==> config.mk <==
export PLATFORM = sky130hd
export DESIGN_NAME = codestream_marker_parser
export DESIGN_NICKNAME = d
export VERILOG_FILES = /design/src/rtl/cmp_pkg.sv /design/src/rtl/codestream_marker_parser.sv /design/src/rtl/cmp_front.sv /design/src/rtl/cmp_fifo.sv
export VERILOG_INCLUDE_DIRS = /design/src /design/src/rtl
export SDC_FILE = /design/constraint.sdc
export NUM_CORES = 2
export LEC_CHECK = 0
export BUFFER_PORTS_ARGS = -buffer_cell sky130_fd_sc_hd__buf_4
export CAP_MARGIN = 20
export CORE_MARGIN = 2
export CORE_UTILIZATION = 55
export DETAILED_ROUTE_END_ITERATION = 8
export GPL_TIMING_DRIVEN = 0
export PLACE_DENSITY = 0.71
export SLEW_MARGIN = 10
export SYNTH_ARGS = -nofsm -noshare
export SYNTH_HDL_FRONTEND = slang
export SYNTH_SLANG_ARGS = --single-unit
==> constraint.sdc <==
create_clock -name clk -period 54.2 [get_ports clk]
set_input_delay 8.13 -clock clk [delete_from_list [all_inputs] [get_ports clk]]
set_output_delay 8.13 -clock clk [all_outputs]
set_load 0.03 [all_outputs]
==> src/rtl/assert_macros.svh <==
// Assertion macros used by the parser RTL (the result queue, cmp_fifo).
// Clock and reset are taken from the clk and rst_n names of the module that uses them.
`ifndef ASSERT_MACROS_SVH
`define ASSERT_MACROS_SVH

// Property checked on every clock edge outside reset
`define ASSERT_CLK(label, prop, msg) \
    label: assert property (@(posedge clk) disable iff (!rst_n) (prop)) else $error(msg);

// Implication checked on every clock edge outside reset
`define ASSERT_IMP(label, cond, prop, msg) \
    label: assert property (@(posedge clk) disable iff (!rst_n) (cond) |-> (prop)) \
        else $error(msg);

`endif

==> src/rtl/cmp_pkg.sv <==
// Types, codes and segment tables of the codestream marker parser.
// No dependencies; used by every module of the block.
`timescale 1ns / 1ps

package cmp_pkg;

    // Input and result items
    typedef struct packed {
        logic [7:0] code_byte;
        logic       first_byte;
    } cmp_in_t;

    typedef struct packed {
        logic [5:0]  field_code;
        logic [31:0] field_value;
        logic [15:0] element_index;
        logic        in_tile;
        logic [3:0]  status;
        logic        last;
    } cmp_out_t;

    // Result handed from the parser to the queue
    typedef struct packed {
        logic     valid;
        cmp_out_t item;
    } cmp_push_t;

    localparam int FIFO_DEPTH = 4;
    localparam int FIFO_AW    = $clog2(FIFO_DEPTH);

    // Marker bytes: the FF prefix and the second bytes
    localparam logic [7:0] MK_FF  = 8'hFF;
    localparam logic [7:0] MK_SOC = 8'h4F;
    localparam logic [7:0] MK_SIZ = 8'h51;
    localparam logic [7:0] MK_SOT = 8'h90;
    localparam logic [7:0] MK_COD = 8'h52;
    localparam logic [7:0] MK_QCD = 8'h5C;
    localparam logic [7:0] MK_QCC = 8'h5D;
    localparam logic [7:0] MK_COM = 8'h64;
    localparam logic [7:0] MK_EOC = 8'hD9;
    localparam logic [7:0] MK_SOD = 8'h93;
    localparam logic [7:0] MK_COC = 8'h53;

    localparam logic [15:0] WIDE_COMP = 16'd257;

    // Segment kinds
    localparam logic [2:0] SK_SIZ  = 3'd0;
    localparam logic [2:0] SK_COD  = 3'd1;
    localparam logic [2:0] SK_QCD  = 3'd2;
    localparam logic [2:0] SK_QCCM = 3'd3;
    localparam logic [2:0] SK_COM  = 3'd4;
    localparam logic [2:0] SK_SOT  = 3'd5;
    localparam logic [2:0] SK_COC  = 3'd6;
    localparam logic [2:0] SK_QCCT = 3'd7;

    // Field codes with special handling
    localparam logic [5:0] FC_CSIZ = 6'd10;
    localparam logic [5:0] FC_SSIZ = 6'd11;
    localparam logic [5:0] FC_PREC = 6'd24;
    localparam logic [5:0] FC_SPQCD = 6'd27;
    localparam logic [5:0] FC_SPQCC = 6'd31;
    localparam logic [5:0] FC_CMNT = 6'd34;
    localparam logic [5:0] FC_PSOT = 6'd37;
    localparam logic [5:0] FC_DATA = 6'd43;
    localparam logic [5:0] FC_END  = 6'd44;
    localparam logic [5:0] FC_ERR  = 6'd45;
    localparam logic [5:0] FC_SOD  = 6'd46;

    // Status codes
    localparam logic [3:0] ST_OK       = 4'd0;
    localparam logic [3:0] ST_NO_SOC   = 4'd1;
    localparam logic [3:0] ST_NO_SIZ   = 4'd2;
    localparam logic [3:0] ST_BAD_LSIZ = 4'd3;
    localparam logic [3:0] ST_MAIN_FF  = 4'd4;
    localparam logic [3:0] ST_MAIN_MK  = 4'd5;
    localparam logic [3:0] ST_TILE_FF  = 4'd6;
    localparam logic [3:0] ST_TILE_MK  = 4'd7;
    localparam logic [3:0] ST_NEXT_FF  = 4'd8;
    localparam logic [3:0] ST_NEXT_MK  = 4'd9;
    localparam logic [3:0] ST_SHORT    = 4'd10;

    localparam int SEG_MAX_FIELDS = 11;

    // Number of fixed fields of a segment kind
    function automatic logic [3:0] seg_count(input logic [2:0] k);
        logic [3:0] n;
        unique case (k)
            SK_SIZ:  n = 4'd11;
            SK_COD:  n = 4'd10;
            SK_QCD:  n = 4'd2;
            SK_QCCM: n = 4'd3;
            SK_COM:  n = 4'd2;
            SK_SOT:  n = 4'd5;
            SK_COC:  n = 4'd8;
            default: n = 4'd3;
        endcase
        return n;
    endfunction

    // Byte size of fixed field i; component numbers take 1 or 2 bytes
    function automatic logic [2:0] seg_size(input logic [2:0] k, input logic [3:0] i,
                                            input logic two);
        logic [2:0] s;
        logic [2:0] comp;
        comp = two ? 3'd2 : 3'd1;
        unique case (k)
            SK_SIZ:  s = (i == 4'd0 || i == 4'd1 || i == 4'd10) ? 3'd2 : 3'd4;
            SK_COD:  s = (i == 4'd0 || i == 4'd3) ? 3'd2 : 3'd1;
            SK_QCD:  s = (i == 4'd0) ? 3'd2 : 3'd1;
            SK_COM:  s = 3'd2;
            SK_SOT:  s = (i == 4'd2) ? 3'd4 : ((i >= 4'd3) ? 3'd1 : 3'd2);
            default: s = (i == 4'd0) ? 3'd2 : ((i == 4'd1) ? comp : 3'd1);
        endcase
        return s;
    endfunction

    // Field code of fixed field i
    function automatic logic [5:0] seg_code(input logic [2:0] k, input logic [3:0] i);
        logic [5:0] c;
        logic [5:0] i6;
        i6 = {2'b00, i};
        unique case (k)
            SK_SIZ:  c = i6;
            SK_COD:  c = 6'd14 + i6;
            SK_QCD:  c = 6'd25 + i6;
            SK_COM:  c = 6'd32 + i6;
            SK_SOT:  c = 6'd35 + i6;
            SK_COC:  c = (i < 4'd3) ? 6'd40 + i6 : 6'd16 + i6;
            default: c = 6'd28 + i6;
        endcase
        return c;
    endfunction

    // Field code of the payload bytes after the fixed fields
    function automatic logic [5:0] seg_tail(input logic [2:0] k);
        logic [5:0] c;
        unique case (k)
            SK_COD, SK_COC:   c = FC_PREC;
            SK_QCD:           c = FC_SPQCD;
            SK_QCCM, SK_QCCT: c = FC_SPQCC;
            SK_COM:           c = FC_CMNT;
            default:          c = FC_SSIZ;
        endcase
        return c;
    endfunction

endpackage

==> src/rtl/codestream_marker_parser.sv <==
// Codestream marker parser: one byte per item, zero or one result per byte.
// The result of an accepted byte is written into the result queue and offered from its head entry.
// One byte per cycle while the result queue is not full; the parser state registers update on each accepted byte.
// A four-entry result queue lets input continue while the output stalls.
// Reset (rst_n, asynchronous) returns to expecting SOC with an empty queue.
`timescale 1ns / 1ps

module codestream_marker_parser
    import cmp_pkg::*;
(
    input  logic     clk,
    input  logic     rst_n,
    input  logic     in_valid,
    output logic     in_ready,
    input  cmp_in_t  in_data,
    output logic     out_valid,
    input  logic     out_ready,
    output cmp_out_t out_data
);

    cmp_push_t push;
    logic      full;
    logic      take;

    assign in_ready = !full;
    assign take = in_valid && in_ready;

    cmp_front u_front (
        .clk     (clk),
        .rst_n   (rst_n),
        .take    (take),
        .in_item (in_data),
        .push    (push)
    );

    cmp_fifo u_fifo (
        .clk       (clk),
        .rst_n     (rst_n),
        .push      (push),
        .full      (full),
        .out_valid (out_valid),
        .out_ready (out_ready),
        .out_data  (out_data)
    );

endmodule

==> src/rtl/cmp_front.sv <==
// Parser front end: accepts codestream bytes, tracks marker and segment state
// and forms at most one result item per byte. Depends on cmp_pkg.
`timescale 1ns / 1ps

module cmp_front
    import cmp_pkg::*;
(
    input  logic      clk,
    input  logic      rst_n,
    input  logic      take,
    input  cmp_in_t   in_item,
    output cmp_push_t push
);

    typedef enum logic [3:0] {
        PH_SEG, PH_SOC0, PH_SOC1, PH_SIZ0, PH_SIZ1, PH_MAIN0, PH_MAIN1,
        PH_TILE0, PH_TILE1, PH_DATA, PH_NEXT0, PH_NEXT1, PH_DONE
    } phase_t;

    phase_t      phase_reg, phase_next, ph;
    logic [2:0]  kind_reg, kind_next, kd;
    logic [15:0] pos_reg, pos_next, pos;
    logic [15:0] len_reg, len_next, len;
    logic [31:0] vs_reg, vs_next, vs;
    logic [15:0] cc_reg, cc_next, cc;
    logic [31:0] tbs_reg, tbs_next, tbs;
    logic [31:0] tpl_reg, tpl_next, tpl;
    logic [31:0] dbl_reg, dbl_next, dbl;

    logic [7:0]  b;
    logic        two, seg_tile;
    logic [3:0]  cnt;
    logic [6:0]  fixed, fstart;
    logic [2:0]  sz;
    logic        found, f_first, f_last;
    logic [3:0]  fidx;
    logic [5:0]  fcode;
    logic [31:0] v;
    logic [15:0] t;
    logic [32:0] prod;
    logic [15:0] comp;
    logic [15:0] rem;
    logic [17:0] lsiz_exp;
    logic [16:0] pos1;
    logic        err;
    logic [3:0]  err_st;
    logic [31:0] err_val;
    logic        err_tile;
    cmp_out_t    res;
    logic        res_v;

    assign b = in_item.code_byte;

    // Restart on first_byte: parse from reset state
    always_comb
    begin
        if (in_item.first_byte)
        begin
            ph = PH_SOC0; kd = SK_SIZ; pos = '0; len = '0; vs = '0; cc = '0;
            tbs = '0; tpl = '0; dbl = '0;
        end
        else
        begin
            ph = phase_reg; kd = kind_reg; pos = pos_reg; len = len_reg; vs = vs_reg;
            cc = cc_reg; tbs = tbs_reg; tpl = tpl_reg; dbl = dbl_reg;
        end
    end

    // Field lookup within the current segment
    always_comb
    begin
        two = (cc >= WIDE_COMP);
        cnt = seg_count(kd);
        fixed = '0; fstart = '0; found = 1'b0; f_first = 1'b0; f_last = 1'b0;
        fidx = '0; sz = '0;
        for (int i = 0; i < SEG_MAX_FIELDS; i++)
        begin
            if (4'(i) < cnt)
            begin
                sz = seg_size(kd, 4'(i), two);
                if (!found && pos >= {9'd0, fixed} && pos < {9'd0, fixed + 7'(sz)})
                begin
                    found = 1'b1;
                    fstart = fixed;
                    fidx = 4'(i);
                end
                fixed = fixed + 7'(sz);
            end
        end
        sz = seg_size(kd, fidx, two);
        f_first = found && (pos == {9'd0, fstart});
        f_last = found && (pos == {9'd0, fstart + 7'(sz) - 7'd1});
    end

    // Next state and result
    always_comb
    begin
        phase_next = ph; kind_next = kd; pos_next = pos; len_next = len; vs_next = vs;
        cc_next = cc; tpl_next = tpl; dbl_next = dbl; tbs_next = tbs;
        err = 1'b0; err_st = ST_OK; err_val = '0; err_tile = 1'b0;
        res = '0; res_v = 1'b0;
        seg_tile = (kd >= SK_SOT);
        fcode = seg_code(kd, fidx);
        v = f_first ? {24'd0, b} : {vs[23:0], b};
        t = pos - {9'd0, fixed};
        prod = {17'd0, t} * 33'h0AAAB;
        comp = prod[32:17];
        rem = t - (comp + comp + comp);
        lsiz_exp = 18'd38 + {2'b00, v[15:0]} + {1'b0, v[15:0], 1'b0};
        pos1 = {1'b0, pos} + 17'd1;

        // Tile header bytes count toward Psot, saturating
        if ((ph == PH_SEG && seg_tile) || ph == PH_TILE0 || ph == PH_TILE1)
        begin
            if (tbs != 32'hFFFF_FFFF)
                tbs_next = tbs + 32'd1;
        end

        unique case (ph)
            PH_SEG:
            begin
                if (found)
                begin
                    vs_next = v;
                    if (f_last)
                    begin
                        res = '{fcode, v, 16'd0, seg_tile, ST_OK, 1'b0};
                        res_v = 1'b1;
                        if (fidx == 4'd0)
                        begin
                            len_next = v[15:0];
                            if (kd != SK_SIZ && v < {25'd0, fixed})
                            begin
                                err = 1'b1; err_st = ST_SHORT; err_val = v;
                            end
                        end
                        if (kd == SK_SIZ && fcode == FC_CSIZ)
                        begin
                            cc_next = v[15:0];
                            if ({2'b00, len} != lsiz_exp)
                            begin
                                err = 1'b1; err_st = ST_BAD_LSIZ; err_val = {16'd0, len};
                            end
                        end
                        if (fcode == FC_PSOT)
                        begin
                            tpl_next = v;
                            if (v == 32'd0)
                            begin
                                err = 1'b1; err_st = ST_SHORT; err_val = '0;
                            end
                        end
                    end
                end
                else if (kd == SK_SIZ)
                begin
                    res = '{FC_SSIZ + 6'(rem), {24'd0, b}, comp, seg_tile, ST_OK, 1'b0};
                    res_v = 1'b1;
                end
                else if (kd != SK_SOT)
                begin
                    res = '{seg_tail(kd), {24'd0, b}, t, seg_tile, ST_OK, 1'b0};
                    res_v = 1'b1;
                end
                err_tile = seg_tile;
                // Segment end after the last payload byte
                if (pos1 >= {10'd0, fixed} && pos1 == {1'b0, len_next})
                begin
                    phase_next = seg_tile ? PH_TILE0 : PH_MAIN0;
                    pos_next = '0;
                end
                else
                begin
                    pos_next = pos1[15:0];
                end
            end
            PH_SOC0:
            begin
                if (b != MK_FF) begin err = 1'b1; err_st = ST_NO_SOC; end
                else phase_next = PH_SOC1;
            end
            PH_SOC1:
            begin
                if (b != MK_SOC) begin err = 1'b1; err_st = ST_NO_SOC; end
                else phase_next = PH_SIZ0;
            end
            PH_SIZ0:
            begin
                if (b != MK_FF) begin err = 1'b1; err_st = ST_NO_SIZ; end
                else phase_next = PH_SIZ1;
            end
            PH_SIZ1:
            begin
                if (b != MK_SIZ) begin err = 1'b1; err_st = ST_NO_SIZ; end
                else begin phase_next = PH_SEG; kind_next = SK_SIZ; pos_next = '0;
                    len_next = '0; end
            end
            PH_MAIN0:
            begin
                if (b != MK_FF) begin err = 1'b1; err_st = ST_MAIN_FF; end
                else phase_next = PH_MAIN1;
            end
            PH_MAIN1:
            begin
                phase_next = PH_SEG; pos_next = '0; len_next = '0;
                priority if (b == MK_SOT)
                begin
                    kind_next = SK_SOT; tbs_next = 32'd2; tpl_next = '0;
                end
                else if (b == MK_COD) kind_next = SK_COD;
                else if (b == MK_QCD) kind_next = SK_QCD;
                else if (b == MK_QCC) kind_next = SK_QCCM;
                else if (b == MK_COM) kind_next = SK_COM;
                else begin err = 1'b1; err_st = ST_MAIN_MK; end
            end
            PH_TILE0:
            begin
                err_tile = 1'b1;
                if (b != MK_FF) begin err = 1'b1; err_st = ST_TILE_FF; end
                else phase_next = PH_TILE1;
            end
            PH_TILE1:
            begin
                err_tile = 1'b1;
                priority if (b == MK_SOD)
                begin
                    if (tpl < tbs_next)
                    begin
                        err = 1'b1; err_st = ST_SHORT; err_val = tpl;
                    end
                    else
                    begin
                        dbl_next = tpl - tbs_next;
                        pos_next = '0;
                        phase_next = (dbl_next != 32'd0) ? PH_DATA : PH_NEXT0;
                        res = '{FC_SOD, dbl_next, 16'd0, 1'b1, ST_OK, 1'b0};
                        res_v = 1'b1;
                    end
                end
                else if (b == MK_COC)
                begin
                    phase_next = PH_SEG; kind_next = SK_COC; pos_next = '0; len_next = '0;
                end
                else if (b == MK_QCC)
                begin
                    phase_next = PH_SEG; kind_next = SK_QCCT; pos_next = '0; len_next = '0;
                end
                else begin err = 1'b1; err_st = ST_TILE_MK; end
            end
            PH_DATA:
            begin
                res = '{FC_DATA, {24'd0, b}, pos, 1'b1, ST_OK, 1'b0};
                res_v = 1'b1;
                pos_next = pos + 16'd1;
                dbl_next = dbl - 32'd1;
                if (dbl_next == 32'd0)
                    phase_next = PH_NEXT0;
            end
            PH_NEXT0:
            begin
                if (b != MK_FF) begin err = 1'b1; err_st = ST_NEXT_FF; end
                else phase_next = PH_NEXT1;
            end
            PH_NEXT1:
            begin
                priority if (b == MK_EOC)
                begin
                    phase_next = PH_DONE;
                    res = '{FC_END, 32'h0000_FFD9, 16'd0, 1'b0, ST_OK, 1'b1};
                    res_v = 1'b1;
                end
                else if (b == MK_SOT)
                begin
                    phase_next = PH_SEG; kind_next = SK_SOT; pos_next = '0; len_next = '0;
                    tbs_next = 32'd2; tpl_next = '0;
                end
                else begin err = 1'b1; err_st = ST_NEXT_MK; end
            end
            default: ;
        endcase

        // Errors other than segment checks report the offending byte
        if (err)
        begin
            if (ph != PH_SEG && !(ph == PH_TILE1 && b == MK_SOD))
                err_val = {24'd0, b};
            phase_next = PH_DONE;
            res = '{FC_ERR, err_val, 16'd0, err_tile, err_st, 1'b1};
            res_v = 1'b1;
        end
    end

    // State registers
    always_ff @(posedge clk or negedge rst_n)
    begin
        if (!rst_n)
        begin
            phase_reg <= PH_SOC0;
            kind_reg <= SK_SIZ;
            pos_reg <= '0;
            len_reg <= '0;
            vs_reg <= '0;
            cc_reg <= '0;
            tbs_reg <= '0;
            tpl_reg <= '0;
            dbl_reg <= '0;
        end
        else if (take)
        begin
            phase_reg <= phase_next;
            kind_reg <= kind_next;
            pos_reg <= pos_next;
            len_reg <= len_next;
            vs_reg <= vs_next;
            cc_reg <= cc_next;
            tbs_reg <= tbs_next;
            tpl_reg <= tpl_next;
            dbl_reg <= dbl_next;
        end
    end

    assign push.valid = take && res_v;
    assign push.item = res;

endmodule

==> src/rtl/cmp_fifo.sv <==
// Result queue between parser and output port; output read from the head entry.
// Depends on cmp_pkg and assert_macros.svh.
`timescale 1ns / 1ps
`include "assert_macros.svh"

module cmp_fifo
    import cmp_pkg::*;
(
    input  logic      clk,
    input  logic      rst_n,
    input  cmp_push_t push,
    output logic      full,
    output logic      out_valid,
    input  logic      out_ready,
    output cmp_out_t  out_data
);

    cmp_out_t           mem [FIFO_DEPTH];
    logic [FIFO_AW-1:0] wr_ptr_reg, rd_ptr_reg;
    logic [FIFO_AW:0]   count_reg, count_next;
    logic               pop;

    assign full = (count_reg == (FIFO_AW+1)'(FIFO_DEPTH));
    assign out_valid = (count_reg != '0);
    assign pop = out_valid && out_ready;
    assign out_data = mem[rd_ptr_reg];

    // Occupancy
    always_comb
    begin
        count_next = count_reg + (FIFO_AW+1)'(push.valid) - (FIFO_AW+1)'(pop);
    end

    // Storage
    always_ff @(posedge clk)
    begin
        if (push.valid)
            mem[wr_ptr_reg] <= push.item;
    end

    // Pointers
    always_ff @(posedge clk or negedge rst_n)
    begin
        if (!rst_n)
        begin
            wr_ptr_reg <= '0;
            rd_ptr_reg <= '0;
            count_reg <= '0;
        end
        else
        begin
            if (push.valid)
                wr_ptr_reg <= wr_ptr_reg + FIFO_AW'(1);
            if (pop)
                rd_ptr_reg <= rd_ptr_reg + FIFO_AW'(1);
            count_reg <= count_next;
        end
    end

    `ASSERT_IMP(a_no_push_full, full, !push.valid, "push into full result queue")
    `ASSERT_CLK(a_count_range, count_reg <= (FIFO_AW+1)'(FIFO_DEPTH), "queue count overflow")
    `ASSERT_IMP(a_ptr_match, count_reg == '0, wr_ptr_reg == rd_ptr_reg, "empty queue pointers differ")

endmodule

==> results summary <==
Among all stages on the critical path, the largest delay is contributed by clkbuf_1. The clock transition time at the flip-flop clock pins of the worst setup and hold paths is 0.06 ns. The post-placement cell area is 37900 µm². The hold violation count in the final report is 0.

The flip-flop count of the largest register after layout is 240. The number of clock sinks came out at 422. During synthesis, Yosys emitted a total of 0 warnings. The cell repeated most along the worst path is inv_1. The wire length per cell after detailed routing came out at 24.8 µm. The full die area is roughly 67000 µm².

After filler insertion, the fill cell instance count of the layout stands at 5522. The placement row count came out at 93. The tightest min-delay check is of the reg2reg type. After the first detailed-routing iteration, the DRC count stood at 4558. The post-route cell area is 39400 µm². The proportion of layout cells with a drive suffix above 1 came out at roughly 8.1%.

The sequential cell area in the final layout came out at between 10000 and 15000 µm². The largest area contributor in the netlist is edfxtp_1. The startpoint class of the critical path is an input port.

The peak fanout along the critical path is 10. The tree is rooted in a clkbuf_16. STA puts the critical path data arrival time at approximately 32 ns. The highest attainable clock frequency came out at ~32 MHz.

The initial cell density of the core is 55.7%. The most used flip-flop cell after synthesis is edfxtp_1. The quantity of gates resized following cts came out at 0. Post-CTS timing repair inserted 0 buffers for setup.

The largest single stage delay on the critical path is about 0.86 ns. STA classifies the critical path endpoint as a flip-flop. The first TritonRoute pass finished after 6 iterations. The setup-violating endpoint count in the final report came out at 0.

In the routed design, unresolved DRC markers number 0. In this run, synthesis produced a sequential element count of between 400 and 500. The xor and xnor area share after synthesis is around 5.7%. The longest clock path from root to sink contains 3 buffers. Sequential elements use approximately a third of the synthesized area.

The H-tree level count is 2. The overall track demand over capacity in global routing came out at 35.8%. The number of hold-repair buffers added at the cts stage came out at 0. The actual slew at the worst max-slew pin came out at between 1 and 1.5 ns. The remaining max-slew budget at the tightest pin is ~16%. The number of flops mapped to enable cells by yosys came out at 240. In this run, CTS created clock tree buffers numbering 45. By area, the combinational part of the netlist is dominated by compound AO/OA/AOI/OAI gates.

The setup path with the least slack is of type in2reg. The worst hold-check slack is a little under 0.5 ns. The run finished with clean final reports. The leftover overflow at the end of global routing is 0. The async set or reset register ratio after synthesis came out at between 40% and 50%. Sorting the synthesized cells by area gives the leading types as edfxtp_1, dfrtp_1, ha_1. In the final layout, the multi-input gates occupy roughly 22000 µm². The portion of synthesized area spent on multiplexers is between 4 and 5%. The count of buffers from port buffering came out at between 70 and 80.

In this run the cell area of the synthesized design comes to ~36000 µm². Counting flops per register, the top entry is u_fifo.mem. The layout overhead on the synthesized area is 9.64%. The clock tree from TritonCTS is yes.

The synthesized area per cell is ~9.4 µm². The clock latency on the worst-skew pair came out at 0.61 ns. The die is around 260 µm wide. The fraction of the mapped netlist area in simple logic gates is approximately 16%. The number of unique standard cell types used by synthesis came out at approximately 110. The cell count after synthesis came out at roughly 3800. The via count of the first global-routing pass is between 30000 and 40000.

In the finished design, the share of the clock period the worst path needs comes to between 50 and 60%. The setup skew after layout is about 0.036 ns. Data on the critical path is required at its endpoint by ~55 ns. The via count normalized by instance count is 6.58. Of the total synthesized cell area, the portion taken by full adders, half adders and majority gates is 18.0%. Setup repair after global routing left no endpoint under its margin. The die extent in y is approximately 260 µm.

After synthesis, the largest area contributor takes up between 20 and 25% of total cell area. Max-cap violations in this run came to 0. The half-perimeter wire length after placement came out at a little over 90 mm. The final number of max-transition violations is 0. The number of antenna violations at the first check in global routing came out at 1.

Leaving out fill and tap cells, the most frequent cell in the layout is nand2_1. The final net count is about 4400. The antenna violation net count after detailed routing is 0. 75 I/O pins were placed. Counting I/O delays and the setup requirement, the final critical path takes around 31 ns. The final setup TNS came out at 0 ns. The total number of vias came out at roughly 32000. The core area is ~64000 µm². The routability congestion estimate from global placement is between 1 and 1.5. In the layout the commonest cells are nand2_1, ha_1, inv_1.

Summed over all layers, the routed wires come to 121 mm. The synthesized netlist devotes 18.4% of its cell area to compound gates. The maximum number of pins on one net before global-route repair is between 90 and 100. The wire length of the first global-routing pass is between 150 and 200 mm.
## critical path, delay by kind of cell
kind,cells,cell delay [ns]
and+or+nand+nor,23,5.46
AOI/OAI and AO/OA,22,7.14
adders and majority gates,15,6.59
xor gates and xnor gates,4,0.57
buffers and inverters,18,3.88
## kinds of logic (layout without fill, tap and decap cells)
group	after synthesis	count (layout)
buffers and inverters	471	645
and+or+nand+nor	1169	1169
xor gates and xnor gates	222	222
muxes	82	82
AOI/OAI and AO/OA	1009	1009
adders and majority gates	457	457
DFF	422	422
other	1	5
## final cells by class
class	instances	share of cell area (%)
Multi-Input combinational cell	2942	56.8
Sequential cell	422	29.9
Clock buffer	62	3.28
Inverter	296	2.83
Tap cell	855	2.72
Timing Repair Buffer	93	2.22
Buffer	175	1.82
Clock inverter	19	0.445
Antenna cell	2	0.0127
## synth_stat cells (9+ instances only)
| cell type | number |
|---|---|
| nand2_1 | 393 |
| ha_1 | 357 |
| inv_1 | 289 |
| o21ai_0 | 288 |
| nor2_1 | 267 |
| edfxtp_1 | 240 |
| a21oi_1 | 200 |
| dfrtp_1 | 181 |
| xnor2_1 | 150 |
| clkbuf_1 | 141 |
| fa_1 | 99 |
| nand3_1 | 93 |
| nor3_1 | 78 |
| nor2b_1 | 70 |
| a21o_1 | 68 |
| xor2_1 | 65 |
| mux4_2 | 60 |
| a22o_1 | 53 |
| a31oi_1 | 50 |
| nand4_1 | 41 |
| nor4_1 | 40 |
| nand2b_1 | 38 |
| a211oi_1 | 35 |
| o22ai_1 | 34 |
| a22oi_1 | 32 |
| and2_1 | 29 |
| a21boi_0 | 28 |
| o21a_1 | 28 |
| o211ai_1 | 23 |
| or3_1 | 23 |
| or2_2 | 17 |
| and3_1 | 15 |
| buf_1 | 15 |
| a211o_1 | 14 |
| mux2i_1 | 14 |
| o31ai_1 | 14 |
| or4_1 | 13 |
| buf_2 | 12 |
| o21bai_1 | 12 |
| nand3b_1 | 9 |
## path summary, 6_finish.rpt
path | startpoint | to | slack (ns) | depth (start not counted)
worst max-delay path | in_data[0] | u_fifo.count_reg[2]$_DFF_PN0_ | 22.90 | 82
worst min-delay path | u_front.tpl_reg[31]$_DFFE_PN0P_ | u_front.tpl_reg[31]$_DFFE_PN0P_ | 0.48 | 2
worst max register to register | u_front.kind_reg[1]$_DFFE_PN0P_ | u_fifo.count_reg[2]$_DFF_PN0_ | 29.73 | 84
worst min register to register | u_front.tpl_reg[31]$_DFFE_PN0P_ | u_front.tpl_reg[31]$_DFFE_PN0P_ | 0.48 | 2
max in group asynchronous | rst_n | u_front.vs_reg[11]$_DFFE_PN0P_ | 45.77 | 3
min in group asynchronous | rst_n | u_fifo.rd_ptr_reg[1]$_DFFE_PN0P_ | 7.55 | 2
## per-stage QoR
| step | std cells | utilization [%] | setup slack [ns] |
|---|---|---|---|
| after detailed placement | 4777 | 58.7 | 22.92 |
| after CTS | 4858 | 61.0 | 23.40 |
| after floorplan | 3835 | - | 28.05 |
| final | 4866 | 61.1 | 22.90 |
| after global routing | 4864 | 61.1 | 21.70 |
| after global placement | 4763 | 58.3 | 22.03 |
## routing by layer
layer  track usage, %  routed length, µm  vias to the layer above
li1                 -                  -                    14236
met1             51.5              50500                    15461
met2             52.0              50700                     1960
met3             8.75              14700                      355
met4             13.6               4820                        0
met5                0                  0                        -
Power is not shown: default switching activity piles up to over one toggle a cycle in this logic, so the estimate is an artifact.
